===== src/hw/rtl/ptsm_pkg.sv =====
// Shared types, constants and a helper function of the pulse train similarity matcher.
package ptsm_pkg;

    localparam int MAX_PULSES_DEF = 256;
    localparam int NUM_W          = 24;
    localparam int DEN_W          = 17;
    localparam int Q_W            = 7;

    localparam logic [6:0] THR_RESET      = 7'd80;
    localparam logic [6:0] SIGN_MIN_RESET = 7'd90;
    localparam logic [6:0] CNT_MIN_RESET  = 7'd70;
    localparam logic [8:0] USEFUL_RESET   = 9'd8;

    typedef enum logic [1:0] {
        CFG_MATCH_THRESHOLD = 2'd0,
        CFG_MIN_SIGN        = 2'd1,
        CFG_MIN_COUNT       = 2'd2,
        CFG_MIN_USEFUL      = 2'd3
    } cfg_idx_t;

    typedef enum logic [3:0] {
        S_IDLE,
        S_CHECK,
        S_SETUP,
        S_READ,
        S_PAIR,
        S_DIV_GO,
        S_DIV_WAIT,
        S_BEST,
        S_NEXT,
        S_DONE
    } state_t;

    typedef enum logic [2:0] {
        DIV_PAIR,
        DIV_CNT,
        DIV_TIM,
        DIV_SGN
    } div_sel_t;

    typedef struct packed {
        logic     load;
        logic     clear_best;
        logic     shift_first;
        logic     shift_adv;
        logic     pair_init;
        logic     pair;
        logic     skip;
        logic     div_start;
        div_sel_t div_sel;
        logic     div_store;
        logic     best_upd;
        logic     finish;
    } cmd_t;

    typedef struct packed {
        logic global_ok;
        logic shift_ok;
        logic pair_zero;
        logic pair_last;
        logic div_done;
        logic shift_last;
        logic better;
        logic out_busy;
    } sts_t;

    // Magnitude of a 16-bit two's complement duration.
    function automatic logic [16:0] mag16(input logic [15:0] v);
        logic [16:0] m;
        if (v[15])
            m = 17'h10000 - {1'b0, v};
        else
            m = {1'b0, v};
        return m;
    endfunction

endpackage


===== src/hw/rtl/ptsm_ctrl.sv =====
// Controller: sequences loads, shifts, pair scoring, divisions and result hand-off.
module ptsm_ctrl
    import ptsm_pkg::*;
(
    input  logic clk,
    input  logic rst_n,
    input  logic pulse_valid,
    input  logic command,
    input  logic last,
    output logic pulse_stall,
    input  sts_t sts,
    output cmd_t cmd
);

    state_t   state_reg, state_next;
    div_sel_t sel_reg, sel_next;

    always_ff @(posedge clk or negedge rst_n)
    begin
        if (!rst_n)
        begin
            state_reg <= S_IDLE;
            sel_reg   <= DIV_PAIR;
        end
        else
        begin
            state_reg <= state_next;
            sel_reg   <= sel_next;
        end
    end

    always_comb
    begin
        state_next  = state_reg;
        sel_next    = sel_reg;
        cmd         = '0;
        cmd.div_sel = sel_reg;
        pulse_stall = (state_reg != S_IDLE);
        case (state_reg)
            S_IDLE:
            begin
                if (pulse_valid)
                begin
                    cmd.load = 1'b1;
                    if (command && last)
                        state_next = S_CHECK;
                end
            end
            S_CHECK:
            begin
                cmd.clear_best  = 1'b1;
                cmd.shift_first = 1'b1;
                state_next = sts.global_ok ? S_SETUP : S_DONE;
            end
            S_SETUP:
            begin
                if (sts.shift_ok)
                begin
                    cmd.pair_init = 1'b1;
                    state_next    = S_READ;
                end
                else
                begin
                    state_next = S_NEXT;
                end
            end
            S_READ:
            begin
                state_next = S_PAIR;
            end
            S_PAIR:
            begin
                cmd.pair = 1'b1;
                if (sts.pair_zero)
                begin
                    cmd.skip = 1'b1;
                    if (sts.pair_last)
                    begin
                        sel_next   = DIV_CNT;
                        state_next = S_DIV_GO;
                    end
                    else
                    begin
                        state_next = S_READ;
                    end
                end
                else
                begin
                    sel_next   = DIV_PAIR;
                    state_next = S_DIV_GO;
                end
            end
            S_DIV_GO:
            begin
                cmd.div_start = 1'b1;
                state_next    = S_DIV_WAIT;
            end
            S_DIV_WAIT:
            begin
                if (sts.div_done)
                begin
                    cmd.div_store = 1'b1;
                    state_next    = S_DIV_GO;
                    case (sel_reg)
                        DIV_PAIR:
                        begin
                            if (sts.pair_last)
                                sel_next = DIV_CNT;
                            else
                                state_next = S_READ;
                        end
                        DIV_CNT: sel_next = DIV_TIM;
                        DIV_TIM: sel_next = DIV_SGN;
                        DIV_SGN: state_next = S_BEST;
                        default: state_next = S_BEST;
                    endcase
                end
            end
            S_BEST:
            begin
                cmd.best_upd = sts.better;
                state_next   = S_NEXT;
            end
            S_NEXT:
            begin
                if (sts.shift_last)
                begin
                    state_next = S_DONE;
                end
                else
                begin
                    cmd.shift_adv = 1'b1;
                    state_next    = S_SETUP;
                end
            end
            S_DONE:
            begin
                if (!sts.out_busy)
                begin
                    cmd.finish = 1'b1;
                    state_next = S_IDLE;
                end
            end
            default:
            begin
                state_next = S_IDLE;
            end
        endcase
    end

endmodule


===== config.mk =====
export PLATFORM = sky130hd
export DESIGN_NAME = ptsm_ctrl
export DESIGN_NICKNAME = d
export VERILOG_FILES = /design/src/hw/rtl/ptsm_pkg.sv /design/src/hw/rtl/ptsm_ctrl.sv
export SDC_FILE = /design/constraint.sdc
export NUM_CORES = 1
export LEC_CHECK = 0
export BUFFER_PORTS_ARGS = -buffer_cell sky130_fd_sc_hd__buf_4
export CORE_MARGIN = 2
export CORE_UTILIZATION = 49
export CTS_CLUSTER_DIAMETER = 120
export CTS_CLUSTER_SIZE = 20
export DETAILED_ROUTE_END_ITERATION = 7
export GPL_ROUTABILITY_DRIVEN = 1
export HOLD_SLACK_MARGIN = 0.12
export PLACE_DENSITY = 0.89
export SYNTH_ARGS = -nofsm -noshare
export SYNTH_HDL_FRONTEND = slang
export SYNTH_SLANG_ARGS = --single-unit
export TNS_END_PERCENT = 20

===== constraint.sdc =====
create_clock -name clk -period 4.1 [get_ports clk]
set_input_delay 0.205 -clock clk [delete_from_list [all_inputs] [get_ports clk]]
set_output_delay 0.205 -clock clk [all_outputs]
set_load 0.005 [all_outputs]

==> results of run 1 <==
area by class of cell:
cell class	instances	area [um^2]
multi-input cells	64	429
fillers	108	392
well taps	15	18.8
clock buffers	4	26.3
repair buffers	28	213
inverters	4	15.0
flip-flops and latches	7	175
timing repair:
item | CTS | global route
hold buffers | 1 | 0
buffers inserted | 0 | 0
hold endpoints to repair | 7 | 0
critical path, delay by kind of cell (launching register included):
kind | cells | cell delay, ns
AND/OR/NAND/NOR | 3 | 0.79
flip-flops | 1 | 0.62
buffers and inverters | 1 | 0.10
synthesized netlist by cell type, drive strengths merged:
cell type	n
nand4b	1
nor4bb	1
a21o	1
o21bai	1
mux2	1
and3b	1
o21ai	3
o211ai	1
nor2	8
o22a	1
o2bb2ai	1
and4bb	1
nor3b	1
nand3	1
nand2	3
nor4	3
clkbuf	2
a31oi	1
dfrtp	7
o21a	2
or4	2
a32o	2
or3	1
o22ai	2
nor2b	1
o311ai	1
o31ai	2
a32oi	1
o32ai	1
nand3b	1
buf	5
nor3	6
or4b	1
inv	4
a21oi	4
and2	3
nand2b	4
how the worst max path moves through the flow:
stage	from	end	slack [ns]
after floorplan	state_reg[2]$_DFFE_PN0P_	sel_reg[1]$_DFFE_PN0P_	2.60
after global placement	state_reg[0]$_DFFE_PN0P_	sel_reg[1]$_DFFE_PN0P_	2.31
after detailed placement	state_reg[0]$_DFFE_PN0P_	sel_reg[1]$_DFFE_PN0P_	2.26
after CTS	state_reg[2]$_DFFE_PN0P_	cmd[7]	2.13
after global routing	state_reg[2]$_DFFE_PN0P_	cmd[7]	1.92
final	state_reg[2]$_DFFE_PN0P_	cmd[7]	2.14
kinds of logic (layout without fill, tap and decap cells):
group,count (synthesis),count (layout),synth area share
compound gates,24,24,0.276
flops,7,7,0.267
mux,1,1,0.0171
simple gates,39,39,0.360
buf+inv,11,36,0.0800
per-stage QoR:
| stage | std cells | setup slack, ns | utilization | cell area (um^2) | power, mW |
|---|---|---|---|---|---|
| floorplan | 82 | 2.60 | - | 657 | 0.369 |
| global placement | 117 | 2.31 | 0.663 | 841 | 0.460 |
| detailed placement | 117 | 2.26 | 0.663 | 841 | 0.469 |
| CTS | 122 | 2.13 | 0.691 | 877 | 0.531 |
| global route | 122 | 1.92 | 0.691 | 877 | 0.584 |
| finish | 122 | 2.14 | 0.691 | 877 | 0.528 |
power breakdown:
group	internal [mW]	switching, mW
Clock	0.0369	0.0217
Combinational	0.157	0.133
Sequential	0.0981	0.0814
Total	0.292	0.236
routing by layer:
layer  wire length, um  GRT usage
met3                99     0.0326
met4                 0      0.125
met1               706      0.342
met5                 0          0
met2               745      0.345
==> impl_results.md, run 1 <==
- Outcome: finished, final reports clean
- Most common cell after layout, fill and taps aside: buf_4
- YS warnings: 0
- Max Freq: 509 MHz
- Slew @ Worst Pin: 0.531 ns
- Top cell type's share of synthesized area: 0.267
- Mapped Area: between 600 and 700 um^2
- Largest register FFs: 4
- Antenna cells: 0
- Post-DP HPWL: 1190 um
- Via count: 721
- Row cnt: 13
- Initial DRC Count: 27
- Initial antenna violation count: 0
- Root Driver: clkbuf_4
- Worst R2R End: sel_reg[1]$_DFFE_PN0P_
- Via density: 5.91
- H-tree depth: 1
- PwrDens: roughly 600 nW/um^2
- Setup crit start kind: flip-flop
- Required @ worst endpoint: between 3 and 4 ns
- Core Box Area: 1270 um^2
- Syn nets: 95
- Final setup TNS: 0 ns
- Clk_lat worst skew: roughly 0.24 ns
- Hold Path Class: input pin to flip-flop
- Crit-path slowest cell: dfrtp_1
- All-Layer GR Usage: 0.239
- Initial Utilization: 0.518
- Layout cells sized above 1: 0.308
- Max VDD drop: 0.504 mV
- Clock sink count: 7
- Gr ovfl total: 0
- # setup viols final: 0
- Leading area contributor after synthesis: dfrtp_1
- Leak pwr: 0.384 nW
- Register area share after synthesis: 0.267
- Max Cap Viol: 0
- Most frequent cells in the layout: buf_4, nor2_1, dfrtp_1, nor3_1
- RD Place Congestion: approximately 0.82
- IO buf count: 27
- WS Path Type: flip-flop to primary output
- R2R setup slack: 2.24 ns
- Clock slew at reported path FFs: 0.05 ns
- Die width: just over 40 um
- Fin Clk Skew: a little under 0.003 ns
- Fin crit period: 1.96 ns
- Fin. Hold Viols: 0
- Routed len/inst: roughly 13 um
- Fin. max-slew vios: 0
- Period Utilization, post-route: 0.479
- Layout Nets: ~120
- FF-to-FF Start: state_reg[0]$_DFFE_PN0P_
- Post_cts resized: 0
- Final WL: ~1600 um
- Endpoint of the worst hold path: state_reg[0]$_DFFE_PN0P_
- Post-synthesis register bit count: 7
- CTS tree: built
- RSZ-0062 raised after global routing: false
- Register-to-Register Path Depth: 4
- Min-Delay Startpoint: sts[0]
- I/O pin total: 28
- CP arrival: ~1.8 ns
- Clock Path Buffers: 2
- Top post-synthesis cells by area: dfrtp_1, nor3_1, nor2_1
- Pre-Repair DR Iteration Count: 4
- Drt drc: 0
- ANT nets after route: 0
- Mapped Avg Cell Area: 8.01 um^2
- Num CTS Buffers: 3
- Hold_ws: 0.210 ns
- Yosys cell types: 40
- Largest net degree at the start of global routing: 22
- Synth Instances: 82
- First-pass GRT wire length: around 2600 um
- CP endpoint kind: primary output
- Crit-path max cell delay: 0.62 ns
- CP max FO: 17
- Die area: 1650 um^2
- CP cell instances: nand2b_1, nor3_1, and2_1, buf_4
- Die H: 40.6 um
- Layout area overhead: 33.5%
- Vias in the first global route: around 600
- Hold path depth: 2
- Rel. slew slack: 0.646
Note: power is estimated with default switching activity, not from simulation.
==> run 2, diff against run 1 <==
Settings changed: CORE_UTILIZATION 49 to 46, PLACE_DENSITY 0.89 to 0.85.
Clock period 4.1 ns to 2 ns, I/O delays scaled along.
==> run 2 against run 1 <==
Compared with the run above: critical path depth did not move; power rose by 120%; combinational power rose to 2.6 times the previous value; utilization rose by 0.48 points; worst hold slack got worse by 0.029 ns; wire length rose by 16%; sequential power rose by 53%; clock skew barely moved; via count rose by 5.7%; clock-buffer cell count did not move; non-clock buffer count rose by 5; final cell count rose by 4.1%; largest power group unchanged.
==> impl_results.md, run 2 (synthesis results as in run 1) <==
- WP buf/inv: 2 (+1)
- Via count: 762 (+5.7%)
- Internal Power: 0.645 mW (+120%)
- Fin. max-slew vios: 0 (unchanged)
- Root Driver: clkbuf_4
- M1 WL: 850 um (+20%)
- Slew @ Worst Pin: 0.378 ns (-0.153 ns)
- Metal2 WL: 812 um (+9.0%)
- Most frequent cells in the layout: buf_4, nor2_1, dfrtp_1, nor3_1
- Leak pwr: 0.408 nW (+6.4%)
- DR WL met3: 114 um (+15%)
- Outcome: finished, final reports clean
- Register-to-Register Path Depth: 4 (unchanged)
- Crit-path max cell delay: 0.46 ns (-0.16 ns)
- Psw: 0.512 mW (+120%)
- Layout cells sized above 1: 0.330 (+0.0219)
- Most common cell after layout, fill and taps aside: buf_4
- Hold Path Class: input pin to flip-flop
- Layout Nets: 126 (+4.1%)
- Period Utilization, post-route: 0.842
- CP cell instances: buf_4, nor4_1, and2_1, buf_4
- Row cnt: 13 (unchanged)
- CP endpoint kind: primary output
- Max Cap Viol: 0 (unchanged)
- Core Box Area: 1320 um^2 (+3.8%)
- Num CTS Buffers: 3 (unchanged)
- FF-to-FF Start: state_reg[1]$_DFFE_PN0P_
- Crit-path leading delay family: simple AND/OR/NAND/NOR gates
- Die H: 41.8 um (+2.9%)
- Required @ worst endpoint: 1.90 ns (-1.99 ns)
- Setup crit start kind: flip-flop
- Clk pwr share: 0.114 (+0.003)
- Die area: 1750 um^2 (+5.9%)
- ANT nets after route: 0 (unchanged)
- Post-CTS Setup Bufs: 0 (unchanged)
- Max Freq: a little under 600 MHz
- Highest Signal Layer: met4
- Initial Utilization: 0.499 (-0.0192)
- All-Layer GR Usage: 0.219 (-0.0201)
- CP max FO: 9 (-8)
- Sequential power share: 0.238 (-0.102)
- Total power: 1.16 mW (+120%)
- Vias in the first global route: 692 (+16%)
- Post_cts resized: 0 (unchanged)
- CTS tree: built
- Pre-CTS WS: 0.384 ns (-1.87 ns)
- Gr ovfl total: 0 (unchanged)
- Via density: 6.00 (+1.5%)
- CP arrival: 1.58 ns (-0.18 ns)
- Final WL: 1790 um (+16%)
- Number of hold buffers added after cts: 2 (+1)
- Dpl cells: 121 (+3.4%)
- H-tree depth: 1 (unchanged)
- R2R setup slack: 0.38 ns (-1.86 ns)
- Post-DP HPWL: 1340 um (+13%)
- Combinational Power Share: 0.648 (+0.099)
- Clock slew at reported path FFs: 0.06 ns (about the same)
- First-pass GRT wire length: 2990 um (+15%)
- WS Path Type: flip-flop to primary output
- Critical path's most frequent cell: buf_4
- Initial DRC Count: 22 (-19%)
- IO buf count: 27 (unchanged)
- Clock Path Buffers: 2 (unchanged)
- Endpoint of the worst hold path: sel_reg[2]$_DFFE_PN0P_
- Layout area overhead: 39.6%
- I/O pin total: 28 (unchanged)
- Antenna cells: 0 (unchanged)
- PwrDens: 1260 nW/um^2 (+110%)
- Routed len/inst: 14.1 um (+11%)
- Fin Clk Skew: 0.00293 ns (-0.00000925 ns)
- Final setup TNS: 0 ns (unchanged)
- Clk_lat worst skew: 0.25 ns (about the same)
- Worst R2R End: sel_reg[1]$_DFFE_PN0P_
- Fill count: 116 (+7.4%)
- Crit-path slowest cell: dfrtp_1
- Max VDD drop: 0.729 mV (+45%)
- Drt drc: 0 (unchanged)
- RD Place Congestion: 0.833 (+1.7%)
- Initial antenna violation count: 0 (unchanged)
- Clock sink count: 7 (unchanged)
- Die width: 41.8 um (+2.9%)
- Fin crit period: 1.68 ns
- Pre-Repair DR Iteration Count: 4 (unchanged)
- Rel. slew slack: 0.746 (+0.0994)
- Largest net degree at the start of global routing: 21 (-4.5%)
- Min-Delay Startpoint: sts[4]
- Fin. Hold Viols: 0 (unchanged)
- Sw Share: 0.442 (-0.00427)
- Largest register FFs: 4 (unchanged)
- Hold path depth: 3 (+1)
- Setup ws final: 0.316 ns (-1.82 ns)
- # setup viols final: 0 (unchanged)
- RSZ-0062 raised after global routing: false
- Finished Layout Cells: 127 (+4.1%)
## run 2: cell count changes in the layout (fill, tap and decap cells not counted)
cell	change
buf_4	+4
dlygate4sd3_1	+1
## run 2: how the worst max path moves through the flow
stage | end | from | slack [ns] | cells past startpoint
finish | cmd[13] | state_reg[1]$_DFFE_PN0P_ | 0.32 | 4
global route | cmd[13] | state_reg[1]$_DFFE_PN0P_ | 0.17 | 4
CTS | cmd[13] | state_reg[1]$_DFFE_PN0P_ | 0.31 | 4
detailed placement | sel_reg[1]$_DFFE_PN0P_ | state_reg[1]$_DFFE_PN0P_ | 0.38 | 4
global placement | sel_reg[1]$_DFFE_PN0P_ | state_reg[1]$_DFFE_PN0P_ | 0.44 | 4
floorplan | sel_reg[1]$_DFFE_PN0P_ | state_reg[2]$_DFFE_PN0P_ | 0.50 | 4
## run 2: stage by stage
stage | instance area, um^2 | hold slack, ns | util
CTS | 917 | 0.162 | 0.696
floorplan | 657 | -0.196 | -
detailed placement | 871 | -0.0809 | 0.661
global route | 917 | 0.169 | 0.696
global placement | 871 | -0.0819 | 0.661
finish | 917 | 0.181 | 0.696
## run 2: worst reg2reg max path: cells and delay by family (launching register included)
family | cells | cell delay [ns]
AOI/OAI and AO/OA | 2 | 0.33
and+or+nand+nor | 2 | 0.72
DFF | 1 | 0.46
## run 2: cell type report
cell class	instances	area [um^2]	area share
clock buffer	4	26.3	0.0286
inverter	4	15.0	0.0164
multi-input combinational	64	429	0.468
sequential	7	175	0.191
tap	15	18.8	0.0205
timing repair buffer	33	253	0.276
## run 2: layer usage
| layer | vias to the layer above | track usage |
|---|---|---|
| met1 | 355 | 0.313 |
| li1 | 371 | - |
| met2 | 34 | 0.322 |
| met5 | - | 0 |
| met4 | 0 | 0.0774 |
| met3 | 2 | 0.0478 |
## run 2: power by group through the flow
stage | registers, mW | logic (mW) | clock network (mW)
floorplan | 0.260 | 0.497 | 0
global placement | 0.271 | 0.731 | 0
detailed placement | 0.275 | 0.744 | 0
CTS | 0.273 | 0.748 | 0.136
global route | 0.287 | 0.828 | 0.150
finish | 0.276 | 0.750 | 0.132
